File: config.mk
export PLATFORM = sky130hd
export DESIGN_NAME = tcp_dest_port_match_rewrite_flat
export DESIGN_NICKNAME = d
export VERILOG_FILES = /design/src/design/tdpmr_pkg.sv /design/src/design/tdpmr_in_if.sv /design/src/design/tdpmr_out_if.sv /design/src/design/tdpmr_apb_regs.sv /design/src/design/tdpmr_rand_hit.sv /design/src/design/tdpmr_parse.sv /design/src/design/tdpmr_out_fifo.sv /design/src/design/tcp_dest_port_match_rewrite.sv /design/src/flat_wrapper.sv
export SDC_FILE = /design/constraint.sdc
export NUM_CORES = 1
export LEC_CHECK = 0
export BUFFER_PORTS_ARGS = -buffer_cell sky130_fd_sc_hd__buf_2
export CAP_MARGIN = 20
export CORE_AREA = 3 3 250 252
export CTS_CLUSTER_DIAMETER = 200
export DETAILED_ROUTE_END_ITERATION = 6
export DIE_AREA = 0 0 253 255
export SYNTH_ARGS = -nofsm -noshare
export SYNTH_HDL_FRONTEND = slang
export SYNTH_SLANG_ARGS = --single-unit
export TNS_END_PERCENT = 20
File: constraint.sdc
create_clock -name i_clk -period 5.2 [get_ports i_clk]
set_input_delay 0.78 -clock i_clk [delete_from_list [all_inputs] [get_ports i_clk]]
set_output_delay 0.78 -clock i_clk [all_outputs]
set_load 0.01 [all_outputs]
File: src/design/tdpmr_pkg.sv
// ----------------------------------------------------------------------------
// tdpmr_pkg
// Types and constants shared by the TCP destination port match and rewrite
// block: register map, header offsets, item structures and the constants
// for the random-word reduction.
// ----------------------------------------------------------------------------
package tdpmr_pkg;

    // Configuration register map, one 32-bit word per register.
    localparam int unsigned CFG_ADDR_W = 4;
    localparam int unsigned CFG_DATA_W = 32;

    typedef enum logic [1:0] {
        REG_PORT_BASE     = 2'd0,
        REG_PORT_SPAN     = 2'd1,
        REG_NEW_PORT      = 2'd2,
        REG_HIT_THRESHOLD = 2'd3
    } t_reg_idx;

    localparam logic [15:0] PORT_BASE_RST     = 16'd6370;
    localparam logic [15:0] PORT_SPAN_RST     = 16'd16;
    localparam logic [15:0] NEW_PORT_RST      = 16'd5555;
    localparam logic [26:0] HIT_THRESHOLD_RST = 27'd10;

    // Header field values.
    localparam logic [7:0] ETHTYPE_HI = 8'h08;
    localparam logic [7:0] ETHTYPE_LO = 8'h00;
    localparam logic [7:0] PROTO_TCP  = 8'd6;
    localparam logic [3:0] IHL_MIN    = 4'd5;

    // Byte offsets within the frame (all fit in 7 bits).
    localparam logic [6:0] OFF_ETHTYPE_HI = 7'd12;
    localparam logic [6:0] OFF_ETHTYPE_LO = 7'd13;
    localparam logic [6:0] OFF_IHL        = 7'd14;
    localparam logic [6:0] OFF_PROTO      = 7'd23;
    // Ethernet header plus two bytes plus one: the low destination port byte
    // sits here when the IP header length is zero words.
    localparam logic [6:0] OFF_PORT_LO    = 7'd17;
    // Ethernet header plus minimum TCP header.
    localparam logic [6:0] ETH_TCP_BYTES  = 7'd34;

    // Random word reduction: quotient estimate by reciprocal multiply.
    localparam logic [26:0] RAND_MODULUS = 27'd100000000;
    localparam logic [9:0]  RECIP_MULT   = 10'd687;
    localparam int unsigned RECIP_SHIFT  = 36;
    localparam int unsigned QUOT_W       = 6;
    localparam int unsigned REM_W        = 28;

    // Result queue.
    localparam int unsigned FIFO_DEPTH = 4;

    typedef struct packed {
        logic [15:0] port_base;
        logic [15:0] port_span;
        logic [15:0] new_port;
        logic [26:0] hit_threshold;
    } t_cfg;

    typedef struct packed {
        logic [7:0]  data_byte;
        logic        first_byte;
        logic        last_byte;
        logic [13:0] frame_length;
        logic [31:0] random_word;
    } t_in_item;

    typedef struct packed {
        logic [7:0] out_byte;
        logic       out_first;
        logic       out_last;
        logic       port_rewritten;
    } t_out_item;

    // Up to two result items produced by one accepted input item.
    typedef struct packed {
        logic [1:0]            count;
        t_out_item [1:0]       item;
    } t_push;

    typedef struct packed {
        logic headers_ok;
        logic rewrite_done;
    } t_parse_status;

endpackage

File: src/design/tdpmr_in_if.sv
// ----------------------------------------------------------------------------
// tdpmr_in_if
// Valid/ready channel carrying one frame byte with its frame markers.
// ----------------------------------------------------------------------------
interface tdpmr_in_if;
    logic        valid;
    logic        ready;
    logic [7:0]  data_byte;
    logic        first_byte;
    logic        last_byte;
    logic [13:0] frame_length;
    logic [31:0] random_word;

    modport source (
        output valid, data_byte, first_byte, last_byte, frame_length, random_word,
        input  ready
    );

    modport sink (
        input  valid, data_byte, first_byte, last_byte, frame_length, random_word,
        output ready
    );
endinterface

File: src/design/tdpmr_out_if.sv
// ----------------------------------------------------------------------------
// tdpmr_out_if
// Valid/ready channel carrying one output frame byte and its flags.
// ----------------------------------------------------------------------------
interface tdpmr_out_if;
    logic       valid;
    logic       ready;
    logic [7:0] out_byte;
    logic       out_first;
    logic       out_last;
    logic       port_rewritten;

    modport source (
        output valid, out_byte, out_first, out_last, port_rewritten,
        input  ready
    );

    modport sink (
        input  valid, out_byte, out_first, out_last, port_rewritten,
        output ready
    );
endinterface

File: src/design/tdpmr_apb_regs.sv
// ----------------------------------------------------------------------------
// tdpmr_apb_regs
// APB-style register file holding the port window, the replacement port and
// the rewrite threshold.
// ----------------------------------------------------------------------------
module tdpmr_apb_regs (
    input  logic                               i_clk,
    input  logic                               i_rst_n,
    input  logic                               psel,
    input  logic                               penable,
    input  logic                               pwrite,
    input  logic [tdpmr_pkg::CFG_ADDR_W-1:0]   paddr,
    input  logic [tdpmr_pkg::CFG_DATA_W-1:0]   pwdata,
    output logic [tdpmr_pkg::CFG_DATA_W-1:0]   prdata,
    output logic                               pready,
    output tdpmr_pkg::t_cfg                    o_cfg
);

    tdpmr_pkg::t_cfg      r_cfg;
    tdpmr_pkg::t_reg_idx  w_idx;
    logic                 w_write;

    assign w_idx   = tdpmr_pkg::t_reg_idx'(paddr[3:2]);
    assign w_write = psel && penable && pwrite;
    assign pready  = 1'b1;
    assign o_cfg   = r_cfg;

    // Register writes complete in the access phase.
    always_ff @(posedge i_clk) begin
        if (!i_rst_n) begin
            r_cfg.port_base     <= tdpmr_pkg::PORT_BASE_RST;
            r_cfg.port_span     <= tdpmr_pkg::PORT_SPAN_RST;
            r_cfg.new_port      <= tdpmr_pkg::NEW_PORT_RST;
            r_cfg.hit_threshold <= tdpmr_pkg::HIT_THRESHOLD_RST;
        end else if (w_write) begin
            unique case (w_idx)
                tdpmr_pkg::REG_PORT_BASE:     r_cfg.port_base     <= pwdata[15:0];
                tdpmr_pkg::REG_PORT_SPAN:     r_cfg.port_span     <= pwdata[15:0];
                tdpmr_pkg::REG_NEW_PORT:      r_cfg.new_port      <= pwdata[15:0];
                tdpmr_pkg::REG_HIT_THRESHOLD: r_cfg.hit_threshold <= pwdata[26:0];
                default: ;
            endcase
        end
    end

    // Read data is selected straight from the register file.
    always_comb begin
        prdata = '0;
        unique case (w_idx)
            tdpmr_pkg::REG_PORT_BASE:     prdata = 32'(r_cfg.port_base);
            tdpmr_pkg::REG_PORT_SPAN:     prdata = 32'(r_cfg.port_span);
            tdpmr_pkg::REG_NEW_PORT:      prdata = 32'(r_cfg.new_port);
            tdpmr_pkg::REG_HIT_THRESHOLD: prdata = 32'(r_cfg.hit_threshold);
            default:                      prdata = '0;
        endcase
    end

endmodule

File: src/design/tdpmr_rand_hit.sv
// ----------------------------------------------------------------------------
// tdpmr_rand_hit
// Reduces the frame's random word modulo 100000000 and compares the
// remainder with the threshold. Four pipeline stages: capture, quotient
// estimate, remainder, fold and compare.
// ----------------------------------------------------------------------------
module tdpmr_rand_hit (
    input  logic        i_clk,
    input  logic        i_rst_n,
    input  logic        i_start,
    input  logic [31:0] i_random_word,
    input  logic [26:0] i_threshold,
    output logic        o_hit
);

    logic [31:0]                        r_x1;
    logic                               r_v1;
    logic [31:0]                        r_x2;
    logic [tdpmr_pkg::QUOT_W-1:0]       r_q2;
    logic                               r_v2;
    logic [tdpmr_pkg::REM_W-1:0]        r_rem3;
    logic                               r_v3;
    logic                               r_hit;

    logic [41:0]                        w_prod;
    logic [32:0]                        w_qm;
    logic [32:0]                        w_diff;
    logic [tdpmr_pkg::REM_W-1:0]        w_fold;

    // The quotient estimate is low by at most one; one subtract corrects it.
    assign w_prod = 42'(r_x1) * 42'(tdpmr_pkg::RECIP_MULT);
    assign w_qm   = 33'(r_q2) * 33'(tdpmr_pkg::RAND_MODULUS);
    assign w_diff = 33'(r_x2) - w_qm;
    assign w_fold = (r_rem3 >= tdpmr_pkg::REM_W'(tdpmr_pkg::RAND_MODULUS))
                  ? r_rem3 - tdpmr_pkg::REM_W'(tdpmr_pkg::RAND_MODULUS)
                  : r_rem3;
    assign o_hit  = r_hit;

    // Stage valids and the final flag.
    always_ff @(posedge i_clk) begin
        if (!i_rst_n) begin
            r_v1  <= 1'b0;
            r_v2  <= 1'b0;
            r_v3  <= 1'b0;
            r_hit <= 1'b0;
        end else begin
            r_v1 <= i_start;
            r_v2 <= r_v1;
            r_v3 <= r_v2;
            if (r_v3) begin
                r_hit <= w_fold[26:0] < i_threshold;
            end
        end
    end

    // Datapath registers.
    always_ff @(posedge i_clk) begin
        if (i_start) begin
            r_x1 <= i_random_word;
        end
        r_x2   <= r_x1;
        r_q2   <= w_prod[tdpmr_pkg::RECIP_SHIFT +: tdpmr_pkg::QUOT_W];
        r_rem3 <= w_diff[tdpmr_pkg::REM_W-1:0];
    end

endmodule

File: src/design/tdpmr_parse.sv
// ----------------------------------------------------------------------------
// tdpmr_parse
// Per-byte header checker and port rewriter. Tracks the byte offset and the
// header checks, holds one byte back and produces up to two result items
// for each accepted input item.
// ----------------------------------------------------------------------------
module tdpmr_parse #(
    parameter int unsigned MAX_FRAME_BYTES = 16384
) (
    input  logic                          i_clk,
    input  logic                          i_rst_n,
    input  logic                          i_accept,
    input  tdpmr_pkg::t_in_item           i_item,
    input  tdpmr_pkg::t_cfg               i_cfg,
    input  logic                          i_random_hit,
    output tdpmr_pkg::t_push              o_push,
    output tdpmr_pkg::t_parse_status      o_status
);

    localparam int unsigned OFF_W = $clog2(MAX_FRAME_BYTES);
    localparam int unsigned CMP_W = (OFF_W > 7) ? OFF_W : 7;
    localparam logic [OFF_W-1:0] OFF_MAX = OFF_W'(MAX_FRAME_BYTES - 1);

    logic [OFF_W-1:0]  r_byte_offset, n_byte_offset;
    logic [13:0]       r_frame_len,   n_frame_len;
    logic [3:0]        r_ip_header_words, n_ip_header_words;
    logic              r_ethertype_high_ok, n_ethertype_high_ok;
    logic              r_headers_ok,  n_headers_ok;
    logic [7:0]        r_held_byte,   n_held_byte;
    logic              r_held_valid,  n_held_valid;
    logic              r_held_is_first, n_held_is_first;
    logic              r_rewrite_done, n_rewrite_done;

    logic [OFF_W-1:0]  w_off;
    logic [CMP_W-1:0]  w_off_x;
    logic [6:0]        w_port_lo_off;
    logic [6:0]        w_need_len;
    logic              w_hv;
    logic              w_flush;
    logic              w_rwd;
    logic [15:0]       w_port;
    logic [16:0]       w_port_end;
    logic              w_in_range;
    logic              w_do_rw;
    logic [7:0]        w_held_out;
    logic [7:0]        w_cur;
    logic              w_a_valid;
    tdpmr_pkg::t_out_item w_a;
    tdpmr_pkg::t_out_item w_b;

    always_comb begin
        // A first byte restarts all per-frame state.
        w_off               = i_item.first_byte ? '0 : r_byte_offset;
        w_off_x             = CMP_W'(w_off);
        w_hv                = r_held_valid && !i_item.first_byte;
        w_flush             = r_held_valid && i_item.first_byte;
        w_rwd               = r_rewrite_done && !i_item.first_byte;
        n_frame_len         = i_item.first_byte ? i_item.frame_length : r_frame_len;
        n_ethertype_high_ok = r_ethertype_high_ok && !i_item.first_byte;
        n_headers_ok        = r_headers_ok && !i_item.first_byte;
        n_ip_header_words   = i_item.first_byte ? 4'd0 : r_ip_header_words;
        w_need_len          = '0;

        // Header checks at fixed offsets.
        case (w_off_x)
            CMP_W'(tdpmr_pkg::OFF_ETHTYPE_HI): begin
                n_ethertype_high_ok = i_item.data_byte == tdpmr_pkg::ETHTYPE_HI;
            end
            CMP_W'(tdpmr_pkg::OFF_ETHTYPE_LO): begin
                n_headers_ok = n_ethertype_high_ok
                             && (i_item.data_byte == tdpmr_pkg::ETHTYPE_LO);
            end
            CMP_W'(tdpmr_pkg::OFF_IHL): begin
                n_ip_header_words = i_item.data_byte[3:0];
                w_need_len        = tdpmr_pkg::ETH_TCP_BYTES
                                  + {1'b0, i_item.data_byte[3:0], 2'b00};
                n_headers_ok      = n_headers_ok
                                  && (i_item.data_byte[3:0] >= tdpmr_pkg::IHL_MIN)
                                  && ({7'd0, w_need_len} <= n_frame_len);
            end
            CMP_W'(tdpmr_pkg::OFF_PROTO): begin
                n_headers_ok = n_headers_ok && (i_item.data_byte == tdpmr_pkg::PROTO_TCP);
            end
            default: ;
        endcase

        // Port match on the low port byte, with the high byte still held.
        w_port_lo_off = tdpmr_pkg::OFF_PORT_LO + {1'b0, n_ip_header_words, 2'b00};
        w_port        = {r_held_byte, i_item.data_byte};
        w_port_end    = {1'b0, i_cfg.port_base} + {1'b0, i_cfg.port_span};
        w_in_range    = (w_port >= i_cfg.port_base) && ({1'b0, w_port} < w_port_end);
        w_do_rw       = (w_off_x == CMP_W'(w_port_lo_off)) && n_headers_ok
                      && i_random_hit && w_hv && !w_rwd && w_in_range;
        w_held_out    = w_do_rw ? i_cfg.new_port[15:8] : r_held_byte;
        w_cur         = w_do_rw ? i_cfg.new_port[7:0]  : i_item.data_byte;
        n_rewrite_done = w_rwd || w_do_rw;

        // First slot: a flushed byte of the previous frame or the held byte.
        w_a_valid = w_flush || w_hv;
        if (w_flush) begin
            w_a.out_byte       = r_held_byte;
            w_a.out_first      = r_held_is_first;
            w_a.out_last       = 1'b1;
            w_a.port_rewritten = r_rewrite_done;
        end else begin
            w_a.out_byte       = w_held_out;
            w_a.out_first      = r_held_is_first;
            w_a.out_last       = 1'b0;
            w_a.port_rewritten = n_rewrite_done;
        end

        // Second slot: the current byte when it closes the frame.
        w_b.out_byte       = w_cur;
        w_b.out_first      = i_item.first_byte;
        w_b.out_last       = 1'b1;
        w_b.port_rewritten = n_rewrite_done;

        o_push.item[0] = w_a_valid ? w_a : w_b;
        o_push.item[1] = w_b;
        o_push.count   = i_accept
                       ? ({1'b0, w_a_valid} + {1'b0, i_item.last_byte}) : 2'd0;

        // Hold the current byte unless it ends the frame.
        if (i_item.last_byte) begin
            n_held_byte     = r_held_byte;
            n_held_valid    = 1'b0;
            n_held_is_first = 1'b0;
        end else begin
            n_held_byte     = w_cur;
            n_held_valid    = 1'b1;
            n_held_is_first = i_item.first_byte;
        end

        n_byte_offset = (w_off < OFF_MAX) ? w_off + 1'b1 : w_off;
    end

    assign o_status.headers_ok   = r_headers_ok;
    assign o_status.rewrite_done = r_rewrite_done;

    // Frame state advances once per accepted item.
    always_ff @(posedge i_clk) begin
        if (!i_rst_n) begin
            r_byte_offset       <= '0;
            r_frame_len         <= '0;
            r_ip_header_words   <= '0;
            r_ethertype_high_ok <= 1'b0;
            r_headers_ok        <= 1'b0;
            r_held_valid        <= 1'b0;
            r_held_is_first     <= 1'b0;
            r_rewrite_done      <= 1'b0;
        end else if (i_accept) begin
            r_byte_offset       <= n_byte_offset;
            r_frame_len         <= n_frame_len;
            r_ip_header_words   <= n_ip_header_words;
            r_ethertype_high_ok <= n_ethertype_high_ok;
            r_headers_ok        <= n_headers_ok;
            r_held_valid        <= n_held_valid;
            r_held_is_first     <= n_held_is_first;
            r_rewrite_done      <= n_rewrite_done;
        end
    end

    // The held byte is payload and needs no reset.
    always_ff @(posedge i_clk) begin
        if (i_accept) begin
            r_held_byte <= n_held_byte;
        end
    end

endmodule

File: src/design/tdpmr_out_fifo.sv
// ----------------------------------------------------------------------------
// tdpmr_out_fifo
// Four-entry result queue. Takes up to two items per cycle, releases one per
// cycle on the output channel while it is ready, and asks for input only
// while at least two entries are free.
// ----------------------------------------------------------------------------
module tdpmr_out_fifo (
    input  logic                  i_clk,
    input  logic                  i_rst_n,
    input  tdpmr_pkg::t_push      i_push,
    output logic                  o_ready,
    tdpmr_out_if.source           o_out
);

    localparam int unsigned PTR_W = $clog2(tdpmr_pkg::FIFO_DEPTH);
    localparam int unsigned CNT_W = PTR_W + 1;

    tdpmr_pkg::t_out_item  r_mem [tdpmr_pkg::FIFO_DEPTH];
    logic [PTR_W-1:0]      r_wptr, n_wptr;
    logic [PTR_W-1:0]      r_rptr, n_rptr;
    logic [CNT_W-1:0]      r_count, n_count;
    logic                  w_pop;
    logic [PTR_W-1:0]      w_wptr1;
    tdpmr_pkg::t_out_item  w_head;

    assign w_pop   = o_out.valid && o_out.ready;
    assign w_wptr1 = r_wptr + 1'b1;
    assign o_ready = r_count <= CNT_W'(tdpmr_pkg::FIFO_DEPTH - 2);

    // Head entry drives the output channel.
    assign w_head               = r_mem[r_rptr];
    assign o_out.valid          = r_count != '0;
    assign o_out.out_byte       = w_head.out_byte;
    assign o_out.out_first      = w_head.out_first;
    assign o_out.out_last       = w_head.out_last;
    assign o_out.port_rewritten = w_head.port_rewritten;

    // Pointer and fill count updates.
    always_comb begin
        n_wptr  = r_wptr + PTR_W'(i_push.count);
        n_rptr  = w_pop ? r_rptr + 1'b1 : r_rptr;
        n_count = r_count + CNT_W'(i_push.count) - CNT_W'(w_pop);
    end

    always_ff @(posedge i_clk) begin
        if (!i_rst_n) begin
            r_wptr  <= '0;
            r_rptr  <= '0;
            r_count <= '0;
        end else begin
            r_wptr  <= n_wptr;
            r_rptr  <= n_rptr;
            r_count <= n_count;
        end
    end

    // Storage writes, one or two entries per cycle.
    always_ff @(posedge i_clk) begin
        if (i_push.count != 2'd0) begin
            r_mem[r_wptr] <= i_push.item[0];
        end
        if (i_push.count == 2'd2) begin
            r_mem[w_wptr1] <= i_push.item[1];
        end
    end

endmodule

File: src/design/tcp_dest_port_match_rewrite.sv
// ----------------------------------------------------------------------------
// tcp_dest_port_match_rewrite
// Ethernet/IPv4/TCP destination port classifier. Frames stream through one
// byte per item; a destination port in the configured window is replaced
// by the new port when the frame's random word selects it.
//
//   channel   dir  handshake          payload
//   i_in      in   valid/ready        data_byte, first_byte, last_byte,
//                                     frame_length, random_word
//   o_out     out  valid/ready        out_byte, out_first, out_last,
//                                     port_rewritten
//   apb       in   psel/penable/      paddr, pwdata, prdata
//                  pready
//
// One input item is taken per cycle while the result queue has room. Output
// lags by one item: a byte is held until the next byte (or the end of the
// frame) is known. The four-entry result queue takes up to two items a cycle
// and drops ready only while more than two entries are full. The random-word
// check is ready long before the port bytes arrive. Reset is synchronous and
// empties the queue; no clearing pass is needed.
// ----------------------------------------------------------------------------
module tcp_dest_port_match_rewrite #(
    parameter int unsigned MAX_FRAME_BYTES = 16384
) (
    input  logic                               i_clk,
    input  logic                               i_rst_n,
    tdpmr_in_if.sink                           i_in,
    tdpmr_out_if.source                        o_out,
    input  logic                               psel,
    input  logic                               penable,
    input  logic                               pwrite,
    input  logic [tdpmr_pkg::CFG_ADDR_W-1:0]   paddr,
    input  logic [tdpmr_pkg::CFG_DATA_W-1:0]   pwdata,
    output logic [tdpmr_pkg::CFG_DATA_W-1:0]   prdata,
    output logic                               pready
);

    tdpmr_pkg::t_cfg           w_cfg;
    tdpmr_pkg::t_in_item       w_item;
    tdpmr_pkg::t_push          w_push;
    tdpmr_pkg::t_parse_status  w_status;
    logic                      w_ready;
    logic                      w_accept;
    logic                      w_random_hit;

    assign i_in.ready          = w_ready;
    assign w_accept            = i_in.valid && w_ready;
    assign w_item.data_byte    = i_in.data_byte;
    assign w_item.first_byte   = i_in.first_byte;
    assign w_item.last_byte    = i_in.last_byte;
    assign w_item.frame_length = i_in.frame_length;
    assign w_item.random_word  = i_in.random_word;

    // Configuration registers.
    tdpmr_apb_regs u_regs (
        .i_clk   (i_clk),
        .i_rst_n (i_rst_n),
        .psel    (psel),
        .penable (penable),
        .pwrite  (pwrite),
        .paddr   (paddr),
        .pwdata  (pwdata),
        .prdata  (prdata),
        .pready  (pready),
        .o_cfg   (w_cfg)
    );

    // Random selection, started by each frame's first byte.
    tdpmr_rand_hit u_rand (
        .i_clk         (i_clk),
        .i_rst_n       (i_rst_n),
        .i_start       (w_accept && i_in.first_byte),
        .i_random_word (i_in.random_word),
        .i_threshold   (w_cfg.hit_threshold),
        .o_hit         (w_random_hit)
    );

    // Header checks, port rewrite and one-byte hold.
    tdpmr_parse #(
        .MAX_FRAME_BYTES (MAX_FRAME_BYTES)
    ) u_parse (
        .i_clk        (i_clk),
        .i_rst_n      (i_rst_n),
        .i_accept     (w_accept),
        .i_item       (w_item),
        .i_cfg        (w_cfg),
        .i_random_hit (w_random_hit),
        .o_push       (w_push),
        .o_status     (w_status)
    );

    // Result queue feeding the output channel.
    tdpmr_out_fifo u_fifo (
        .i_clk   (i_clk),
        .i_rst_n (i_rst_n),
        .i_push  (w_push),
        .o_ready (w_ready),
        .o_out   (o_out)
    );

    // A frame-closing item always leaves at least one result queued.
    a_last_gives_result: assert property (@(posedge i_clk) disable iff (!i_rst_n)
        (i_in.valid && i_in.ready && i_in.last_byte) |=> o_out.valid)
        else $error("last byte accepted but no result queued");

    // The first byte of a frame leaves before any rewrite of that frame.
    a_first_not_rewritten: assert property (@(posedge i_clk) disable iff (!i_rst_n)
        (o_out.valid && o_out.out_first) |-> !o_out.port_rewritten)
        else $error("first output byte flagged as rewritten");

    // A rewrite happens only on a frame with good headers and a random hit.
    a_rewrite_qualified: assert property (@(posedge i_clk) disable iff (!i_rst_n)
        $rose(w_status.rewrite_done) |-> (w_status.headers_ok && w_random_hit))
        else $error("port rewritten without header pass or random hit");

endmodule
File: src/flat_wrapper.sv
// flat-port wrapper written by rule: the top's interface ports become plain ports
module tcp_dest_port_match_rewrite_flat 
#(
    parameter int unsigned MAX_FRAME_BYTES = 16384
)
  (i_clk, i_rst_n, psel, penable, pwrite, paddr, pwdata, prdata, pready, i_in_valid, i_in_data_byte, i_in_first_byte, i_in_last_byte, i_in_frame_length, i_in_random_word, i_in_ready, o_out_valid, o_out_out_byte, o_out_out_first, o_out_out_last, o_out_port_rewritten, o_out_ready);
  tdpmr_in_if i_in_i ();
  tdpmr_out_if o_out_i ();
  input  logic i_clk;
  input  logic i_rst_n;
  input  logic psel;
  input  logic penable;
  input  logic pwrite;
  input  logic [tdpmr_pkg::CFG_ADDR_W-1:0] paddr;
  input  logic [tdpmr_pkg::CFG_DATA_W-1:0] pwdata;
  output logic [tdpmr_pkg::CFG_DATA_W-1:0] prdata;
  output logic pready;
  input wire logic [$bits(i_in_i.valid)-1:0] i_in_valid;
  input wire logic [$bits(i_in_i.data_byte)-1:0] i_in_data_byte;
  input wire logic [$bits(i_in_i.first_byte)-1:0] i_in_first_byte;
  input wire logic [$bits(i_in_i.last_byte)-1:0] i_in_last_byte;
  input wire logic [$bits(i_in_i.frame_length)-1:0] i_in_frame_length;
  input wire logic [$bits(i_in_i.random_word)-1:0] i_in_random_word;
  output wire logic [$bits(i_in_i.ready)-1:0] i_in_ready;
  output wire logic [$bits(o_out_i.valid)-1:0] o_out_valid;
  output wire logic [$bits(o_out_i.out_byte)-1:0] o_out_out_byte;
  output wire logic [$bits(o_out_i.out_first)-1:0] o_out_out_first;
  output wire logic [$bits(o_out_i.out_last)-1:0] o_out_out_last;
  output wire logic [$bits(o_out_i.port_rewritten)-1:0] o_out_port_rewritten;
  input wire logic [$bits(o_out_i.ready)-1:0] o_out_ready;
  assign i_in_i.valid = i_in_valid;
  assign i_in_i.data_byte = i_in_data_byte;
  assign i_in_i.first_byte = i_in_first_byte;
  assign i_in_i.last_byte = i_in_last_byte;
  assign i_in_i.frame_length = i_in_frame_length;
  assign i_in_i.random_word = i_in_random_word;
  assign i_in_ready = i_in_i.ready;
  assign o_out_valid = o_out_i.valid;
  assign o_out_out_byte = o_out_i.out_byte;
  assign o_out_out_first = o_out_i.out_first;
  assign o_out_out_last = o_out_i.out_last;
  assign o_out_port_rewritten = o_out_i.port_rewritten;
  assign o_out_i.ready = o_out_ready;
  tcp_dest_port_match_rewrite #(.MAX_FRAME_BYTES(MAX_FRAME_BYTES)) u_core (.i_clk(i_clk), .i_rst_n(i_rst_n), .i_in(i_in_i), .o_out(o_out_i), .psel(psel), .penable(penable), .pwrite(pwrite), .paddr(paddr), .pwdata(pwdata), .prdata(prdata), .pready(pready));
endmodule
-- Word-level counts from Yosys, hierarchy flattened
Memories as Yosys holds them, arrays and structs flattened. A register that Yosys moved wholly into a read port is not among the register bits.
Cells that the tools add are included.
- register bits after elaboration: 225
- RAM bits: 44
- input port bits: 99
- output and inout port bits: 46
- word-level logic and storage cells: 114
- memories: 1
- memory list (name ; depth ; bits a word ; read ports ; clocked after memory_dff ; wr ports ; line ; text):
    u_core.u_fifo.r_mem ; 4 ; 11 ; 1 ; 1 ; 2 ; tdpmr_out_fifo.sv:18 ; tdpmr_pkg::t_out_item r_mem [tdpmr_pkg::FIFO_DEPTH];
- $add $sub $neg: 12
- multipliers: 2
- magnitude comparators: 8
- equality and inequality tests: 11
- muxes and demuxes: 22
- bitwise gates (word level): 1
- reduce and logical (&&, ||, !) cells: 33
- operators with widths (kind ; number):
    32-bit case mux with 4 select lines ; 1
    14-bit by 4-bit == test with 1-bit output (second input constant) ; 3
    32-bit by 10-bit multiplier with 42-bit output (second input constant) ; 1
    14-bit 2-to-1 mux ; 3
    28-bit by 27-bit greater-or-equal comparator with 1-bit output (second input constant) ; 1
    28-bit subtractor ; 1
    27-bit less-than comparator ; 1
    27-bit 2-to-1 mux ; 1
    27-bit subtractor (second input constant) ; 1
    11-bit 2-to-1 mux ; 2
    1-bit logical AND ; 20
    6-bit by 19-bit multiplier with 20-bit output (second input constant) ; 1
    16-bit by 16-bit adder with 17-bit output ; 1
    16-bit by 17-bit less-than comparator with 1-bit output ; 1
    16-bit greater-or-equal comparator ; 1
    8-bit 2-to-1 mux ; 2
    14-bit by 1-bit adder with 14-bit output (second input constant) ; 1
    14-bit by 5-bit == test with 1-bit output (second input constant) ; 1
    14-bit by 7-bit == test with 1-bit output ; 1
    7-bit by 14-bit <= comparator with 1-bit output ; 1
    14-bit less-than comparator (second input constant) ; 1
    2-bit AND reduction ; 5
    8-bit by 3-bit == test with 1-bit output (second input constant) ; 1
    8-bit by 4-bit == test with 1-bit output (second input constant) ; 1
    other kinds (22) ; 36

-- Logic depth before layout (Yosys ltp)
- word-level depth: 13
- gate-level depth with buffers: 22
- mapped depth without buffers: 22

-- By module
A second synthesis with hierarchy kept.
- cells, all modules: 2140
- area, all modules: 22084.9 um^2
- by module, submodules not included (module ; times used ; cells an instance ; area each (um^2) ; sequential area each (um^2)):
    tdpmr_rand_hit ; 1 ; 1078 ; 11320.9 ; 2282.2
    tdpmr_parse ; 1 ; 565 ; 4596.9 ; 980.9
    tdpmr_apb_regs ; 1 ; 339 ; 3424.5 ; 1501.4
    tdpmr_out_fifo ; 1 ; 156 ; 2730.1 ; 1501.4
    tcp_dest_port_match_rewrite ; 1 ; 2 ; 12.5 ; 0.0

-- Worst setup path before layout
No wires, ideal clock.
- path type: input to register
- from: input i_in_first_byte
- to: memory u_core.u_fifo.r_mem[0][10] (netlist name) (data pin)
- setup time: 271 ps
- arrival: 5356 ps
- required time: 4929 ps
- path slack: -428 ps
- cell stages on the path: 21
- path buffers: 7
- path through: buf_2 -> buf_1 -> clkbuf_1 -> buf_1 -> clkbuf_1 -> nor2b_1 -> ha_1 -> and2_4 -> buf_8 -> o21ai_0 -> ha_1 -> and4bb_1 -> a31oi_1 -> o32a_1 -> or4_4 -> nor4b_4 -> o311ai_2 -> buf_6 -> mux2_4 -> mux2i_4 -> o22ai_1
- RTL lines (item ; line ; text):
    start: declaration ; flat_wrapper.sv:20 ; input wire logic [$bits(i_in_i.first_byte)-1:0] i_in_first_byte;
    end: declaration ; tdpmr_out_fifo.sv:18 ;

-- Final worst setup path
- from: register u_core.u_rand.r_x1[10]
- to: register u_core.u_rand.r_q2[3] (netlist name)
- word-level cells in the longest chain between the ends: 1
- ends and longest elaborated chain (item ; line ; text):
    start: declaration ; tdpmr_rand_hit.sv:16 ; logic [31:0] r_x1;
    start signal: assignment ; tdpmr_rand_hit.sv:59 ; r_x1 <= i_random_word;
    32-bit by 10-bit multiplier with 42-bit output ; tdpmr_rand_hit.sv:31 ; assign w_prod = 42'(r_x1) * 42'(tdpmr_pkg::RECIP_MULT);
    net u_core.u_rand.w_prod[39] ; tdpmr_rand_hit.sv:25 ; logic [41:0] w_prod;
    end signal: assignment ; tdpmr_rand_hit.sv:62 ; r_q2 <= w_prod[tdpmr_pkg::RECIP_SHIFT +: tdpmr_pkg::QUOT_W];
    end: declaration ; tdpmr_rand_hit.sv:19 ; logic [tdpmr_pkg::QUOT_W-1:0] r_q2;
The timed path passes the listed nets, and every way through them passes these cells.
A chain may end at the register's enable or synchronous reset.

==> results_tabular.tex <==
\begin{tabular}{lr}
\hline
Metric & Value \\
\hline
\multicolumn{2}{l}{\textbf{Run status}} \\
\quad Status & complete, but fails checks \\
\quad Violated checks & negative setup slack \\
\multicolumn{2}{l}{\textbf{Setup path}} \\
\quad Max FO, Critical Path & 4 \\
\quad Required time at the endpoint of the critical path & 5.66 ns \\
\quad Critical setup path kind & reg2reg \\
\quad WP data arrival & 5.73 ns \\
\quad Critical Path Source Type & flip-flop \\
\quad Type of destination of the critical path & flip-flop \\
\multicolumn{2}{l}{\textbf{STA}} \\
\quad Worst slew slack as a fraction of its limit & 41.9\% \\
\quad Final period util & 101\% \\
\quad Post-route clock skew & 0.0251 ns \\
\quad Unrepaired setup endpoints after global routing & yes \\
\quad Setup-violating endpoint count in the final report & 4 \\
\quad Hold violation total from the final report & 0 \\
\quad Clock period minus worst slack & 5.27 ns \\
\quad Accumulated negative setup slack & -0.124 ns \\
\quad Setup WS post-layout & -0.0702 ns \\
\quad Maximum frequency from static timing analysis & 190 MHz \\
\quad Transition at the pin with the smallest max-transition slack & 0.868 ns \\
\quad Max Transition Viols Final & 0 \\
\multicolumn{2}{l}{\textbf{Synth}} \\
\quad Area share of the largest cell type after synthesis & between 15 and 20\% \\
\quad Xor and xnor area share after synthesis & 3.44\% \\
\quad Most used standard cells in the synthesized netlist & 300 x sky130\_fd\_sc\_hd\_\_inv\_1, 270 x sky130\_fd\_sc\_hd\_\_ha\_1, 251 x sky130\_fd\_sc\_hd\_\_nand2\_1 \\
\quad Mux contribution to synthesized area & under 10\% \\
\quad Most repeated cell in the gate-level netlist after synthesis & sky130\_fd\_sc\_hd\_\_inv\_1 \\
\quad Area share of fa/ha/maj cells after synthesis & 31.5\% \\
\quad Main combinational cell family by area after synthesis & adder cells \\
\quad Cells after synthesis & 2116 \\
\quad Post-synthesis instance area & 0.0211 mm\^{}2 \\
\quad Synth area leaders & sky130\_fd\_sc\_hd\_\_dfxtp\_1 18\%, sky130\_fd\_sc\_hd\_\_ha\_1 16\%, sky130\_fd\_sc\_hd\_\_fa\_1 16\%, sky130\_fd\_sc\_hd\_\_edfxtp\_1 11\%, sky130\_fd\_sc\_hd\_\_inv\_1 5.3\% \\
\quad EDFF count, synth & 80 \\
\quad Ys async rst share & 0\% \\
\quad Commonest register cell after synthesis & sky130\_fd\_sc\_hd\_\_dfxtp\_1 \\
\quad Post-Syn Area per Cell & 9.99 um\^{}2 \\
\quad Fraction of the mapped netlist area in compound gates & between 10\% and 20\% \\
\quad Number of different library cells in the post-synthesis netlist & 80 \\
\quad Register bit count reported by yosys & $\sim$270 \\
\quad Count of yosys warnings during synthesis & 0 \\
\quad Simple logic cell fraction of the synthesized area & a little under an eighth \\
\quad Top cell type by total area after synthesis & sky130\_fd\_sc\_hd\_\_dfxtp\_1 \\
\quad Sequential-to-total area share from yosys stat & approximately 29\% \\
\multicolumn{2}{l}{\textbf{Global routing}} \\
\quad Via count of the first global-routing pass & $\sim$17000 \\
\quad Overflow left after global routing & 0 \\
\quad Total global routing track utilization & 16.8\% \\
\quad Met2 Usage GRT & slightly above 30\% \\
\quad Number of antenna violations at the first check in global routing & 5 \\
\quad Maximum number of pins on one net before global-route repair & 75 \\
\quad Met1 capacity usage during global routing & between 20\% and 30\% \\
\quad Wire length of the first global-routing pass & 86300 um \\
\quad Met3 demand-to-capacity share in global routing & 2.90\% \\
\quad Most utilized layer in the global route result & met2 \\
\multicolumn{2}{l}{\textbf{Run}} \\
\quad Number of max-cap violations & 0 \\
\multicolumn{2}{l}{\textbf{Die}} \\
\quad Die outline height & $\sim$260 um \\
\quad Placement Rows & 90 \\
\quad Die Area & 0.0645 mm\^{}2 \\
\quad Die X & 253 um \\
\quad \# IOs & 145 \\
\quad Placeable core region & between 0.06 and 0.07 mm\^{}2 \\
\quad Initial Util & 35.0\% \\
\multicolumn{2}{l}{\textbf{Layout}} \\
\quad Final nets & 2887 \\
\quad Synthesis-to-layout area growth & 19.0\% \\
\quad Final cell count without fillers & 3166 \\
\quad Fraction of layout instances using a drive strength above 1 & 18.7\% \\
\multicolumn{2}{l}{\textbf{Placement}} \\
\quad HPWL after DPL & 42900 um \\
\quad Buffers on Ports & around 130 \\
\quad Number of placed instances, taps included & around 3100 \\
\quad Global placement routability congestion & around 0.86 \\
\multicolumn{2}{l}{\textbf{Worst hold path}} \\
\quad Worst min-delay path category & reg2reg \\
\multicolumn{2}{l}{\textbf{Clock network}} \\
\quad Buffer depth of the longest clock path & 3 \\
\quad Depth of the CTS H-tree & 2 \\
\quad Clock transition at path regs & about 0.06 ns \\
\quad Clock tree from TritonCTS & yes \\
\quad Clock root buffer & sky130\_fd\_sc\_hd\_\_clkbuf\_16 \\
\quad Insertion delay to the later sink of the worst-skew pair & around 0.56 ns \\
\quad \# clock sinks & 271 \\
\quad Number of CTS-inserted buffers & 35 \\
\quad Number of hold buffers added after CTS & 0 \\
\multicolumn{2}{l}{\textbf{Drt}} \\
\quad Count of unresolved DRC violations after routing & 0 \\
\quad DRC marker count from the first detailed-route iteration & between 700 and 800 \\
\quad Number of vias per cell & 5.00 \\
\quad Antenna-violating nets left & 0 \\
\quad Pre-antenna DRT Iters & 7 \\
\quad Total wire length & 54500 um \\
\quad Routed WL per cell & roughly 17 um \\
\quad Routed via count & 15800 \\
\hline
\end{tabular}
## registers in the layout, indices dropped and copies added, names as in the netlist, 2 cells and up, named ones only
name                              flops
u_core.u_parse.r_held_byte            8
u_core.u_rand.r_rem3                 28
u_core.u_fifo.r_rptr                  2
u_core.u_fifo.r_wptr                  2
u_core.u_rand.r_q2                    6
u_core.u_fifo.r_mem                  44
u_core.u_parse.r_byte_offset         14
u_core.u_rand.r_x2                   28
u_core.u_rand.r_x1                   32
u_core.u_parse.r_ip_header_words      4
u_core.u_fifo.r_count                 3
u_core.u_parse.r_frame_len           14
u_core.u_regs.o_cfg                  75
## stage by stage
step | setup slack [ns] | utilization (%) | cell area [um^2] | hold WS [ns]
final | -0.0702 | 41.7 | 25200 | 0.326
after global routing | -0.253 | 41.7 | 25200 | 0.341
after CTS | -0.00842 | 41.1 | 24800 | 0.330
after detailed placement | -0.495 | 38.6 | 23300 | 0.313
after global placement | -0.455 | 38.6 | 23300 | 0.315
after floorplan | 0.000450 | - | 21200 | 0.310
## worst max-delay path: stages, from the launching register on
cell	delay, ns
sky130_fd_sc_hd__edfxtp_1	0.46
sky130_fd_sc_hd__buf_4	0.19
sky130_fd_sc_hd__buf_4	0.16
sky130_fd_sc_hd__ha_1	0.31
sky130_fd_sc_hd__fa_1	0.49
sky130_fd_sc_hd__fa_1	0.53
sky130_fd_sc_hd__fa_1	0.56
sky130_fd_sc_hd__inv_1	0.06
sky130_fd_sc_hd__fa_1	0.52
sky130_fd_sc_hd__inv_1	0.06
sky130_fd_sc_hd__ha_1	0.32
sky130_fd_sc_hd__nor2b_1	0.14
sky130_fd_sc_hd__o21ai_0	0.19
sky130_fd_sc_hd__o211ai_1	0.21
sky130_fd_sc_hd__a221o_1	0.43
sky130_fd_sc_hd__buf_4	0.16
sky130_fd_sc_hd__o21a_1	0.20
sky130_fd_sc_hd__nor2_2	0.12
sky130_fd_sc_hd__xnor2_1	0.12
## cell families (layout without fill, tap and decap cells)
kind of cell    Yosys count  in the layout
flops                   271            271
buf+inv                 374            633
mux                      55             55
compound gates          372            373
simple gates            525            525
xor+xnor                 83             83
fa+ha+maj               434            434
other cells               2             10
## routing by layer
metal  vias to the layer above  part of all wire [%]
met3                        99                   5.2
met5                         -                 0.020
met4                         2                   3.1
met2                       328                    50
met1                      7733                    42
li1                       7669                     -
## cell usage in the layout, fill, tap and decap left out, types with 14 or more instances in the layout
cell | Yosys | routed
sky130_fd_sc_hd__nand3_1 | 32 | 32
sky130_fd_sc_hd__o22ai_1 | 16 | 16
sky130_fd_sc_hd__xnor2_1 | 52 | 51
sky130_fd_sc_hd__edfxtp_1 | 80 | 80
sky130_fd_sc_hd__a21boi_0 | 78 | 78
sky130_fd_sc_hd__a21o_1 | 37 | 37
sky130_fd_sc_hd__ha_1 | 270 | 251
sky130_fd_sc_hd__nor2b_1 | 24 | 24
sky130_fd_sc_hd__inv_1 | 300 | 294
sky130_fd_sc_hd__o32ai_1 | 17 | 17
sky130_fd_sc_hd__buf_2 | 2 | 130
sky130_fd_sc_hd__and2_1 | 26 | 26
sky130_fd_sc_hd__dfxtp_1 | 191 | 191
sky130_fd_sc_hd__mux4_2 | 27 | 27
sky130_fd_sc_hd__nand2_1 | 251 | 251
sky130_fd_sc_hd__a21oi_1 | 60 | 55
sky130_fd_sc_hd__ha_4 | 0 | 18
sky130_fd_sc_hd__clkbuf_16 | 0 | 39
sky130_fd_sc_hd__nor3_1 | 20 | 18
sky130_fd_sc_hd__nand4_1 | 18 | 18
sky130_fd_sc_hd__o21ai_0 | 60 | 55
sky130_fd_sc_hd__fa_1 | 164 | 161
sky130_fd_sc_hd__nor2_1 | 77 | 73
sky130_fd_sc_hd__nand2b_1 | 14 | 14
sky130_fd_sc_hd__xor2_1 | 31 | 31
sky130_fd_sc_hd__o211ai_1 | 17 | 17
sky130_fd_sc_hd__buf_4 | 8 | 126
## final cells by class
cell class	instances	area (um^2)
inverters	302	1130
fillers	5808	35200
diodes	4	10.0
clock buffers	49	1070
multi-input cells	1476	13900
repair buffers	268	1740
flip-flops and latches	271	6230
clock inverters	14	141
well taps	782	978
## path summary, 6_finish.rpt
check,startpoint,endpoint,slack [ns],depth (start not counted)
min reg2reg,u_core.u_rand.r_x2[1],u_core.u_rand.r_rem3[1],0.33,0
max,u_core.u_rand.r_x1[10],u_core.u_rand.r_q2[3],-0.07,18
min,u_core.u_rand.r_x2[1],u_core.u_rand.r_rem3[1],0.33,0
max reg2reg,u_core.u_rand.r_x1[10],u_core.u_rand.r_q2[3],-0.07,18
## what timing repair did
item | in CTS | in global routing
cloned | 0 | 1
pin swaps | 39 | 27
resized for setup | 29 | 41
endpoints found under the setup margin | 6 | 45
setup buffers | 17 | 13
endpoints found under the hold margin | 0 | 0
Power is left out: the tool's default activity adds up to more than one toggle a clock period on the data nets, which glitch-free logic cannot reach.
